===== config.mk =====
export PLATFORM = sky130hd
export DESIGN_NAME = image_rotation_address_mapper_unit
export DESIGN_NICKNAME = d
export VERILOG_FILES = /design/src/irm_pkg.sv /design/src/image_rotation_address_mapper_unit.sv /design/src/irm_csr.sv /design/src/irm_rotate.sv /design/src/irm_address.sv
export SDC_FILE = /design/constraint.sdc
export NUM_CORES = 2
export LEC_CHECK = 0
export BUFFER_PORTS_ARGS = -buffer_cell sky130_fd_sc_hd__buf_2
export CAP_MARGIN = 20
export CORE_MARGIN = 3
export CORE_UTILIZATION = 40
export DETAILED_ROUTE_END_ITERATION = 6
export GPL_ROUTABILITY_DRIVEN = 0
export PLACE_DENSITY = 0.52
export SLEW_MARGIN = 20
export SYNTH_ARGS = -nofsm -noshare
export SYNTH_HDL_FRONTEND = slang
export SYNTH_SLANG_ARGS = --single-unit
export TNS_END_PERCENT = 30

===== constraint.sdc =====
create_clock -name clock -period 14.4 [get_ports clock]
set_input_delay 2.88 -clock clock [delete_from_list [all_inputs] [get_ports clock]]
set_output_delay 2.88 -clock clock [all_outputs]
set_load 0.005 [all_outputs]

===== src/irm_pkg.sv =====
// irm_pkg: widths, register map, configuration and beat types for the
// image rotation address mapper. No dependencies; used by every file in src.
package irm_pkg;

   // Image geometry and fixed point format
   localparam int MaxDim       = 4096;
   localparam int CoordW       = $clog2(MaxDim);      // source row / column
   localparam int DimW         = CoordW + 1;          // source width / height
   localparam int OutDimW      = DimW + 1;            // output width / height
   localparam int TrigFracBits = 16;
   localparam int TrigW        = TrigFracBits + 1;    // Q1.16 sine / cosine
   localparam int BppW         = 2;
   localparam int PixW         = 24;
   localparam int AddrW        = 28;

   // Datapath widths
   localparam int PosW  = DimW + 1;                   // signed turned coordinate
   localparam int ProdW = PosW + TrigW + 1;           // signed product
   localparam int SumW  = ProdW + 2;                  // signed fixed point sum
   localparam int RndW  = SumW - TrigFracBits + 1;    // signed rounded coordinate

   // Stream beat widths
   localparam int ReqDataW = ((2 * CoordW + PixW + 7) / 8) * 8;
   localparam int RspDataW = ((AddrW + PixW + 7) / 8) * 8;
   localparam int RspPadW  = RspDataW - AddrW - PixW;
   localparam int RspUserW = 1;

   // Register port
   localparam int NumRegs  = 8;
   localparam int RegIdxW  = $clog2(NumRegs);
   localparam int CsrAddrW = RegIdxW + 2;
   localparam int CsrDataW = 32;

   typedef enum logic [RegIdxW-1:0] {
      REG_SRC_WIDTH       = 3'd0,
      REG_SRC_HEIGHT      = 3'd1,
      REG_QUARTER_TURNS   = 3'd2,
      REG_FINE_COSINE     = 3'd3,
      REG_FINE_SINE       = 3'd4,
      REG_OUT_WIDTH       = 3'd5,
      REG_OUT_HEIGHT      = 3'd6,
      REG_BYTES_PER_PIXEL = 3'd7
   } reg_idx_type;

   typedef enum logic [1:0] {
      TURN_0   = 2'd0,
      TURN_90  = 2'd1,
      TURN_180 = 2'd2,
      TURN_270 = 2'd3
   } turn_type;

   typedef struct packed {
      logic [DimW-1:0]    src_width;
      logic [DimW-1:0]    src_height;
      turn_type           quarter_turns;
      logic [TrigW-1:0]   fine_cosine;
      logic [TrigW-1:0]   fine_sine;
      logic [OutDimW-1:0] out_width;
      logic [OutDimW-1:0] out_height;
      logic [BppW-1:0]    bytes_per_pixel;
   } cfg_type;

   localparam cfg_type CfgReset = '{
      src_width:       DimW'(1),
      src_height:      DimW'(1),
      quarter_turns:   TURN_0,
      fine_cosine:     TrigW'(1) << TrigFracBits,
      fine_sine:       '0,
      out_width:       OutDimW'(1),
      out_height:      OutDimW'(1),
      bytes_per_pixel: BppW'(3)
   };

   // Source pixel beat
   typedef struct packed {
      logic [PixW-1:0]   pixel;
      logic [CoordW-1:0] col;
      logic [CoordW-1:0] row;
   } src_type;

   // Rounded target coordinates; x and y are meaningful only when ok is set
   typedef struct packed {
      logic [PixW-1:0]    pixel;
      logic [OutDimW-1:0] x;
      logic [OutDimW-1:0] y;
      logic               ok;
   } rot_type;

   // Result beat
   typedef struct packed {
      logic [PixW-1:0]  pixel;
      logic [AddrW-1:0] addr;
      logic             ok;
   } rsp_type;

endpackage


===== src/image_rotation_address_mapper_unit.sv =====
// image_rotation_address_mapper_unit: top level of the forward-mapped image
// rotation address mapper. Depends on irm_pkg, irm_csr, irm_rotate, irm_address.
//
//   channel  | ports   | beat contents
//   ---------+---------+-----------------------------------------------
//   request  | req_*   | one source pixel: row, column, value
//   response | rsp_*   | byte address, pixel value, in-range flag
//   config   | csr_*   | APB-style, eight registers at 4*index
//
// Six register stages: quarter turns, products, sums, rounding and range
// check, pixel index, byte address. One beat per cycle is sustained
// whenever rsp_tready stays high.
// Reset (synchronous, active high) empties the pipeline and loads the
// register defaults. A stall on rsp_tready backs up stage by stage; empty
// stages keep filling, so req_tready stays high until all six are full.
module image_rotation_address_mapper_unit (
   input  logic                           clock,
   input  logic                           reset,
   // request: [11:0] src_row, [23:12] src_col, [47:24] pixel_in
   input  logic                           req_tvalid,
   output logic                           req_tready,
   input  logic [irm_pkg::ReqDataW-1:0]   req_tdata,
   // response: [27:0] dest_address, [51:28] pixel_out, [55:52] zero
   output logic                           rsp_tvalid,
   input  logic                           rsp_tready,
   output logic [irm_pkg::RspDataW-1:0]   rsp_tdata,
   // response: [0] in_range
   output logic [irm_pkg::RspUserW-1:0]   rsp_tuser,
   // configuration
   input  logic                           csr_psel,
   input  logic                           csr_penable,
   input  logic                           csr_pwrite,
   input  logic [irm_pkg::CsrAddrW-1:0]   csr_paddr,
   input  logic [irm_pkg::CsrDataW-1:0]   csr_pwdata,
   output logic [irm_pkg::CsrDataW-1:0]   csr_prdata,
   output logic                           csr_pready
);

   localparam int CoordW = irm_pkg::CoordW;
   localparam int PixW   = irm_pkg::PixW;

   irm_pkg::cfg_type cfg;
   irm_pkg::src_type src;
   irm_pkg::rot_type rot;
   irm_pkg::rsp_type rsp;
   logic             rot_valid;
   logic             rot_ready;

   // Unpack request beat
   assign src.row   = req_tdata[CoordW-1:0];
   assign src.col   = req_tdata[2*CoordW-1:CoordW];
   assign src.pixel = req_tdata[2*CoordW+PixW-1:2*CoordW];

   irm_csr u_csr (
      .clock   (clock),
      .reset   (reset),
      .psel    (csr_psel),
      .penable (csr_penable),
      .pwrite  (csr_pwrite),
      .paddr   (csr_paddr),
      .pwdata  (csr_pwdata),
      .prdata  (csr_prdata),
      .pready  (csr_pready),
      .cfg     (cfg)
   );

   // Quarter turns, fine rotation and rounding
   irm_rotate u_rotate (
      .clock     (clock),
      .reset     (reset),
      .cfg       (cfg),
      .in_valid  (req_tvalid),
      .in_ready  (req_tready),
      .in_data   (src),
      .out_valid (rot_valid),
      .out_ready (rot_ready),
      .out_data  (rot)
   );

   // Address; its last stage is the response register
   irm_address u_address (
      .clock     (clock),
      .reset     (reset),
      .cfg       (cfg),
      .in_valid  (rot_valid),
      .in_ready  (rot_ready),
      .in_data   (rot),
      .out_valid (rsp_tvalid),
      .out_ready (rsp_tready),
      .out_data  (rsp)
   );

   assign rsp_tdata = {{irm_pkg::RspPadW{1'b0}}, rsp.pixel, rsp.addr};
   assign rsp_tuser = rsp.ok;

endmodule


===== src/irm_csr.sv =====
// irm_csr: APB-style register file holding the mapper configuration.
// Depends on irm_pkg.
module irm_csr (
   input  logic                          clock,
   input  logic                          reset,
   input  logic                          psel,
   input  logic                          penable,
   input  logic                          pwrite,
   input  logic [irm_pkg::CsrAddrW-1:0]  paddr,
   input  logic [irm_pkg::CsrDataW-1:0]  pwdata,
   output logic [irm_pkg::CsrDataW-1:0]  prdata,
   output logic                          pready,
   output irm_pkg::cfg_type              cfg
);

   irm_pkg::cfg_type     cfg_ff;
   irm_pkg::cfg_type     cfg_in;
   irm_pkg::reg_idx_type idx;
   logic                 wr_en;

   assign idx    = irm_pkg::reg_idx_type'(paddr[irm_pkg::CsrAddrW-1:2]);
   assign wr_en  = psel && penable && pwrite;
   assign pready = 1'b1;
   assign cfg    = cfg_ff;

   always_comb begin
      cfg_in = cfg_ff;
      if (wr_en) begin
         unique case (idx)
            irm_pkg::REG_SRC_WIDTH:       cfg_in.src_width  = pwdata[irm_pkg::DimW-1:0];
            irm_pkg::REG_SRC_HEIGHT:      cfg_in.src_height = pwdata[irm_pkg::DimW-1:0];
            irm_pkg::REG_QUARTER_TURNS:   cfg_in.quarter_turns = irm_pkg::turn_type'(pwdata[1:0]);
            irm_pkg::REG_FINE_COSINE:     cfg_in.fine_cosine = pwdata[irm_pkg::TrigW-1:0];
            irm_pkg::REG_FINE_SINE:       cfg_in.fine_sine   = pwdata[irm_pkg::TrigW-1:0];
            irm_pkg::REG_OUT_WIDTH:       cfg_in.out_width   = pwdata[irm_pkg::OutDimW-1:0];
            irm_pkg::REG_OUT_HEIGHT:      cfg_in.out_height  = pwdata[irm_pkg::OutDimW-1:0];
            irm_pkg::REG_BYTES_PER_PIXEL: cfg_in.bytes_per_pixel = pwdata[irm_pkg::BppW-1:0];
         endcase
      end
   end

   always_comb begin
      unique case (idx)
         irm_pkg::REG_SRC_WIDTH:       prdata = irm_pkg::CsrDataW'(cfg_ff.src_width);
         irm_pkg::REG_SRC_HEIGHT:      prdata = irm_pkg::CsrDataW'(cfg_ff.src_height);
         irm_pkg::REG_QUARTER_TURNS:   prdata = irm_pkg::CsrDataW'(cfg_ff.quarter_turns);
         irm_pkg::REG_FINE_COSINE:     prdata = irm_pkg::CsrDataW'(cfg_ff.fine_cosine);
         irm_pkg::REG_FINE_SINE:       prdata = irm_pkg::CsrDataW'(cfg_ff.fine_sine);
         irm_pkg::REG_OUT_WIDTH:       prdata = irm_pkg::CsrDataW'(cfg_ff.out_width);
         irm_pkg::REG_OUT_HEIGHT:      prdata = irm_pkg::CsrDataW'(cfg_ff.out_height);
         irm_pkg::REG_BYTES_PER_PIXEL: prdata = irm_pkg::CsrDataW'(cfg_ff.bytes_per_pixel);
      endcase
   end

   always_ff @(posedge clock) begin
      if (reset) begin
         cfg_ff <= irm_pkg::CfgReset;
      end else begin
         cfg_ff <= cfg_in;
      end
   end

endmodule


===== src/irm_rotate.sv =====
// irm_rotate: four pipeline stages - quarter turns, products, sums,
// round half to even with range check. Depends on irm_pkg.
module irm_rotate (
   input  logic               clock,
   input  logic               reset,
   input  irm_pkg::cfg_type   cfg,
   input  logic               in_valid,
   output logic               in_ready,
   input  irm_pkg::src_type   in_data,
   output logic               out_valid,
   input  logic               out_ready,
   output irm_pkg::rot_type   out_data
);

   localparam int PosW  = irm_pkg::PosW;
   localparam int ProdW = irm_pkg::ProdW;
   localparam int SumW  = irm_pkg::SumW;
   localparam int RndW  = irm_pkg::RndW;
   localparam int FracB = irm_pkg::TrigFracBits;
   localparam int QW    = SumW - FracB;
   localparam int MagW  = RndW - 1;
   localparam int NumStages = 4;
   localparam int TrigW_S = irm_pkg::TrigW + 1;

   logic [NumStages-1:0] v_ff;
   logic [NumStages-1:0] rdy;

   // stage 1: turned coordinates
   logic signed [PosW-1:0]      row1_ff, row1_in, col1_ff, col1_in;
   logic [irm_pkg::DimW-1:0]    hf1_ff, hf1_in;
   logic [irm_pkg::PixW-1:0]    pix1_ff;
   // stage 2: products
   logic signed [ProdW-1:0]     pcc_ff, prs_ff, phs_ff, pcs_ff, prc_ff;
   logic signed [ProdW-1:0]     pcc_in, prs_in, phs_in, pcs_in, prc_in;
   logic [irm_pkg::PixW-1:0]    pix2_ff;
   // stage 3: fixed point sums
   logic signed [SumW-1:0]      xs_ff, ys_ff, xs_in, ys_in;
   logic [irm_pkg::PixW-1:0]    pix3_ff;
   // stage 4: rounded result
   irm_pkg::rot_type            rot_ff, rot_in;

   logic signed [PosW-1:0]      h_m1_r, w_m1_k, row_e, col_e;
   logic signed [TrigW_S-1:0]   cos_s, sin_s;
   logic signed [PosW-1:0]      hf_s;
   logic signed [RndW-1:0]      xr, yr;
   logic                        x_ok, y_ok;

   // Round n / 2^FracB to nearest, ties to even (floor based, symmetric)
   function automatic logic signed [RndW-1:0] round_even(input logic signed [SumW-1:0] n);
      logic signed [QW-1:0] q;
      logic [FracB-1:0]     rem;
      logic                 inc;
      q   = n[SumW-1:FracB];
      rem = n[FracB-1:0];
      inc = (rem > (FracB'(1) << (FracB - 1))) ||
            ((rem == (FracB'(1) << (FracB - 1))) && q[0]);
      return $signed({q[QW-1], q}) + $signed({{(RndW-1){1'b0}}, inc});
   endfunction

   // Ready ripples back; a stage takes a beat when empty or when it drains
   always_comb begin
      rdy[NumStages-1] = !v_ff[NumStages-1] || out_ready;
      for (int i = NumStages - 2; i >= 0; i--) begin
         rdy[i] = !v_ff[i] || rdy[i+1];
      end
   end

   assign in_ready  = rdy[0];
   assign out_valid = v_ff[NumStages-1];
   assign out_data  = rot_ff;

   // stage 1
   assign h_m1_r = $signed({1'b0, cfg.src_height} - PosW'(1) - PosW'(in_data.row));
   assign w_m1_k = $signed({1'b0, cfg.src_width}  - PosW'(1) - PosW'(in_data.col));
   assign row_e  = $signed(PosW'(in_data.row));
   assign col_e  = $signed(PosW'(in_data.col));

   always_comb begin
      case (cfg.quarter_turns)
         irm_pkg::TURN_0: begin
            row1_in = row_e;  col1_in = col_e;  hf1_in = cfg.src_height;
         end
         irm_pkg::TURN_90: begin
            row1_in = col_e;  col1_in = h_m1_r; hf1_in = cfg.src_width;
         end
         irm_pkg::TURN_180: begin
            row1_in = h_m1_r; col1_in = w_m1_k; hf1_in = cfg.src_height;
         end
         irm_pkg::TURN_270: begin
            row1_in = w_m1_k; col1_in = row_e;  hf1_in = cfg.src_width;
         end
         default: begin
            row1_in = row_e;  col1_in = col_e;  hf1_in = cfg.src_height;
         end
      endcase
   end

   // stage 2
   assign cos_s  = $signed({1'b0, cfg.fine_cosine});
   assign sin_s  = $signed({1'b0, cfg.fine_sine});
   assign hf_s   = $signed({1'b0, hf1_ff});
   assign pcc_in = ProdW'(col1_ff * cos_s);
   assign prs_in = ProdW'(row1_ff * sin_s);
   assign phs_in = ProdW'(hf_s * sin_s);
   assign pcs_in = ProdW'(col1_ff * sin_s);
   assign prc_in = ProdW'(row1_ff * cos_s);

   // stage 3
   assign xs_in = SumW'(pcc_ff) - SumW'(prs_ff) + SumW'(phs_ff);
   assign ys_in = SumW'(pcs_ff) + SumW'(prc_ff);

   // stage 4
   assign xr   = round_even(xs_ff);
   assign yr   = round_even(ys_ff);
   assign x_ok = !xr[RndW-1] && (xr[MagW-1:0] < MagW'(cfg.out_width));
   assign y_ok = !yr[RndW-1] && (yr[MagW-1:0] < MagW'(cfg.out_height));

   always_comb begin
      rot_in.pixel = pix3_ff;
      rot_in.x     = xr[irm_pkg::OutDimW-1:0];
      rot_in.y     = yr[irm_pkg::OutDimW-1:0];
      rot_in.ok    = x_ok && y_ok;
   end

   always_ff @(posedge clock) begin
      if (reset) begin
         v_ff <= '0;
      end else begin
         if (rdy[0]) v_ff[0] <= in_valid;
         for (int i = 1; i < NumStages; i++) begin
            if (rdy[i]) v_ff[i] <= v_ff[i-1];
         end
      end
   end

   always_ff @(posedge clock) begin
      if (rdy[0] && in_valid) begin
         row1_ff <= row1_in;
         col1_ff <= col1_in;
         hf1_ff  <= hf1_in;
         pix1_ff <= in_data.pixel;
      end
      if (rdy[1] && v_ff[0]) begin
         pcc_ff  <= pcc_in;
         prs_ff  <= prs_in;
         phs_ff  <= phs_in;
         pcs_ff  <= pcs_in;
         prc_ff  <= prc_in;
         pix2_ff <= pix1_ff;
      end
      if (rdy[2] && v_ff[1]) begin
         xs_ff   <= xs_in;
         ys_ff   <= ys_in;
         pix3_ff <= pix2_ff;
      end
      if (rdy[3] && v_ff[2]) begin
         rot_ff  <= rot_in;
      end
   end

endmodule


===== src/irm_address.sv =====
// irm_address: two pipeline stages forming the row-major byte address,
// out_width*y + x, then times bytes per pixel. Depends on irm_pkg.
module irm_address (
   input  logic               clock,
   input  logic               reset,
   input  irm_pkg::cfg_type   cfg,
   input  logic               in_valid,
   output logic               in_ready,
   input  irm_pkg::rot_type   in_data,
   output logic               out_valid,
   input  logic               out_ready,
   output irm_pkg::rsp_type   out_data
);

   localparam int AddrW = irm_pkg::AddrW;
   localparam int NumStages = 2;

   logic [NumStages-1:0] v_ff;
   logic [NumStages-1:0] rdy;

   irm_pkg::rsp_type lin_ff, lin_in;
   irm_pkg::rsp_type rsp_ff, rsp_in;

   assign rdy[1]    = !v_ff[1] || out_ready;
   assign rdy[0]    = !v_ff[0] || rdy[1];
   assign in_ready  = rdy[0];
   assign out_valid = v_ff[1];
   assign out_data  = rsp_ff;

   // Pixel index; zero when the target falls outside the output
   always_comb begin
      lin_in.pixel = in_data.pixel;
      lin_in.ok    = in_data.ok;
      lin_in.addr  = in_data.ok ?
                     AddrW'(cfg.out_width * in_data.y + AddrW'(in_data.x)) : '0;
   end

   always_comb begin
      rsp_in       = lin_ff;
      rsp_in.addr  = AddrW'(lin_ff.addr * cfg.bytes_per_pixel);
   end

   always_ff @(posedge clock) begin
      if (reset) begin
         v_ff <= '0;
      end else begin
         if (rdy[0]) v_ff[0] <= in_valid;
         if (rdy[1]) v_ff[1] <= v_ff[0];
      end
   end

   always_ff @(posedge clock) begin
      if (rdy[0] && in_valid) lin_ff <= lin_in;
      if (rdy[1] && v_ff[0])  rsp_ff <= rsp_in;
   end

endmodule


==> impl_metrics.yaml <==
status:
  outcome: "finished, final reports clean"
pwr:
  totalPowerFinal_w: 0.00495
  power.density_mw_per_mm2: 61.3
  internal_power_w: 0.00343
  p_sw_w: 0.00152
  total_leakage_power_nw: 38.9
  p_sw_share_pct: 30.8
  vdd_drop_max_mv: 0.108
  clockPowerShare_pct: 39.1
  pwr-share-seq_pct: 40.7
  p_comb_share_pct: 20.2
clock_tree:
  cts.sinks: 595
  ctsResizeCount: 0
  cts_hold_buf: 0
  cts_tree: "done"
  clk_path_buf_depth: 3
  post_cts_buffers: 0
  clock_latency_ns: 0.71
  cts.htree.levels: 3
  numCtsBuffers: 73
  clkTransAtPathRegs_ns: 0.06
  cts-root-buf: "clkbuf_16"
hold_path:
  min-delay-start: "u_rotate.pix1_ff[3]$_DFFE_PP_"
  hold_depth: 0
  hp-class: "reg -> reg"
timing:
  fmax_mhz: 126
  clock-skew-final_ns: 0.0590
  layout_min_cycle_time_ns: 7.92
  worstMarginPinSlew_ns: 1.22
  period_share_pct: 55.0
  grt_setup_unrepaired: "false"
  relSlewSlack_pct: 18.6
  hold_slack_ns: 0.415
  finalHoldViolCount: 0
  drv_slew: 0
  setup-tns-final_ns: 0
  finalSetupViolCount: 0
placement:
  portBuffers: 146
  post_dp_cell_area_mm2: 0.0783
  dp_hpwl_um: 150000
synth:
  synth.top_cell.area_share_pct: 28.4
  synth.distinct_cells: 93
  synth_common_cells: "inv_1 (1,416), fa_1 (1,066), nand2_1 (888)"
  yosysSeqAreaShare_pct: 22.5
  synth_area_leaders: "fa_1 (28%), edfxtp_1 (20%), ha_1 (13%)"
  synth_cells: 7686
  yosysWarnings: 0
  syn_avg_cell_area_um2: 9.78
  synth_edf_count: 497
  ys.flop_type: "edfxtp_1"
  yosys.area.top_type: "fa_1"
  synth.most_common_cell: "inv_1"
  synth-async-reset-ratio_pct: 0
  synth.cell_area_mm2: 0.0751
  synth_seq_cells: 595
floorplan:
  ioPinCount: 184
  num_rows: 158
  die_x_um: 439
  die_y_um: 439
  die_area_mm2: 0.193
  initial_utilization_pct: 40.4
  core_area_mm2: 0.186
worst_setup_path:
  crit_end: "csr_prdata[14]"
  crit_chain: "buf_2 > nand2_1 > nor2_1 > a22o_1 > buf_2"
  timing.critical_path.buf_inv: 2
  arrival_ns: 5.04
  end_kind: "primary output"
  startpoint_type: "primary input"
  reg2reg_from: "u_csr.cfg[55]$_SDFFE_PP0P_"
  crit_fanout: 35
  slowest_stage: "nor2_1"
  crit_start: "csr_paddr[3]"
  cp_num_cells: 5
  r2r-end: "u_rotate.pcc_ff[31]$_DFFE_PP_"
  r2r_cells: 21
  rrSetupSlack_ns: 7.09
  critPathRequiredTime_ns: 11.52
  path_class: "in -> out"
  critical_path.max_stage_delay_ns: 0.67
  critPathTopFamily: "simple AND/OR/NAND/NOR gates"
  path_common_cell: "buf_2"
cells_and_area:
  area_growth_pct: 7.51
  nNetsFinal: 9569
  utilization_pct: 43.4
  n_fill_cell: 18100
  drive_gt1_share_pct: 5.82
  multi_input_area_mm2: 0.0516
  seqCellArea_mm2: 0.0169
  fin_area_mm2: 0.0808
job:
  maxCapViolCount: 0
global_route:
  antenna_found_initial: 11
  grt_pass1_vias: 54800
  grt_max_degree: 136
  grt_pass1_wl_um: 321000
  grt-ovfl-total: 0
  grt_usage_pct: 21.3
routing:
  route.detailed.drc: 0
  vias: 52300
  drtAntennaViolNets: 0
  first_pass_iters: 6
  routed_wirelength_um: 200000
  wl_per_cell_um: 19.6
  viasPerCell: 5.14
  drt-initial-drc-count: 3342
-- per-stage QoR --
stage	worst slack (ns)	cells
2_1_floorplan	1.24	7704
3_3_place_gp	6.59	10000
3_5_place_dp	6.55	10000
4_1_cts	6.54	10200
5_1_grt	6.38	10200
6_report	6.48	10200
-- power groups by stage --
stage	logic (W)	clock network, W	registers (W)
3_5_place_dp	0.000993	0	0.00205
4_1_cts	0.00100	0.00199	0.00201
5_1_grt	0.00113	0.00206	0.00202
3_3_place_gp	0.000983	0	0.00205
6_report	0.00100	0.00193	0.00201
2_1_floorplan	0.000694	0	0.00204
-- kinds of logic (layout without fill, tap and decap cells) --
| kind of cell | Yosys count | in the layout | share of synthesized area (%) |
|---|---|---|---|
| XOR/XNOR | 274 | 274 | 3.19 |
| adder cells (fa/ha/maj) | 1837 | 1837 | 41.2 |
| multiplexers | 78 | 78 | 1.48 |
| AND/OR/NAND/NOR | 2249 | 2249 | 15.0 |
| AO/OA/AOI/OAI | 870 | 870 | 7.53 |
| other | 2 | 29 | 0.0100 |
| flip-flops | 595 | 595 | 22.5 |
| buffers and inverters | 1781 | 1777 | 9.03 |
-- metal layers --
layer  track usage (%)  part of all wire [%]  vias up  routed length (um)
met5                 0                0.0065        -                  13
met4              5.81                   2.7        2                5400
met3              2.44                   5.3      212               10600
met2              34.9                    46     1237               92300
met1              30.0                    46    26700               91500
li1                  -                     -    24200                   -
-- sequential cells by signal, indices dropped and copies added (netlist names) --
name and flops:
u_address.lin_ff 53, u_address.out_data 53, u_address.v_ff 2, u_csr.cfg 92, u_rotate.col1_ff 14, u_rotate.hf1_ff 13, u_rotate.out_data 53, u_rotate.pcc_ff 32
u_rotate.pcs_ff 32, u_rotate.phs_ff 30, u_rotate.pix1_ff 24, u_rotate.pix2_ff 24, u_rotate.pix3_ff 24, u_rotate.prc_ff 32, u_rotate.prs_ff 32, u_rotate.row1_ff 14
u_rotate.v_ff 4, u_rotate.xs_ff 34, u_rotate.ys_ff 33
-- area by class of cell --
cell class / count / share of cell area (%)
multi-input combinational: 5328 / 63.9
sequential: 595 / 20.9
inverter: 1417 / 6.58
tap: 2480 / 3.84
clock buffer: 85 / 2.33
timing repair buffer: 225 / 1.66
clock inverter: 50 / 0.765
antenna: 9 / 0.0279
-- worst min path at each step --
stage / slack, ns / endpoint
6_report: 0.41 / u_rotate.pix2_ff[3]$_DFFE_PP_
5_1_grt: 0.42 / u_rotate.pix2_ff[7]$_DFFE_PP_
4_1_cts: 0.42 / u_rotate.pix2_ff[7]$_DFFE_PP_
3_5_place_dp: 0.40 / u_address.lin_ff[41]$_DFFE_PP_
3_3_place_gp: 0.40 / u_address.lin_ff[43]$_DFFE_PP_
2_1_floorplan: 0.40 / u_address.lin_ff[29]$_DFFE_PP_
-- layout by cell type, fill, tap and decap left out, types with 73 or more instances in the layout --
master	instances
buf_4	79
nor2_1	186
a21oi_1	319
nor2b_1	86
buf_2	145
xor2_1	78
fa_1	1066
clkbuf_16	73
and2_1	780
inv_1	1416
nand2_1	888
xnor2_1	196
o21ai_0	89
edfxtp_1	497
dfxtp_1	81
a21o_1	146
ha_1	771
-- worst register-to-register path, cell delays in order, from the launching register on --
cell      delay [ns]
dfxtp_1         0.84
buf_4           0.42
nand2_1         0.13
fa_1            0.53
fa_1            0.53
inv_1           0.06
fa_1            0.55
fa_1            0.43
fa_1            0.51
inv_1           0.05
fa_1            0.47
inv_1           0.04
ha_1            0.33
a21o_1          0.23
a31o_1          0.20
a221o_1         0.29
a31oi_1         0.42
o31a_1          0.34
o211ai_1        0.23
a31oi_1         0.23
a211oi_1        0.08
xnor2_1         0.28
(Power assumes the default switching activity.)
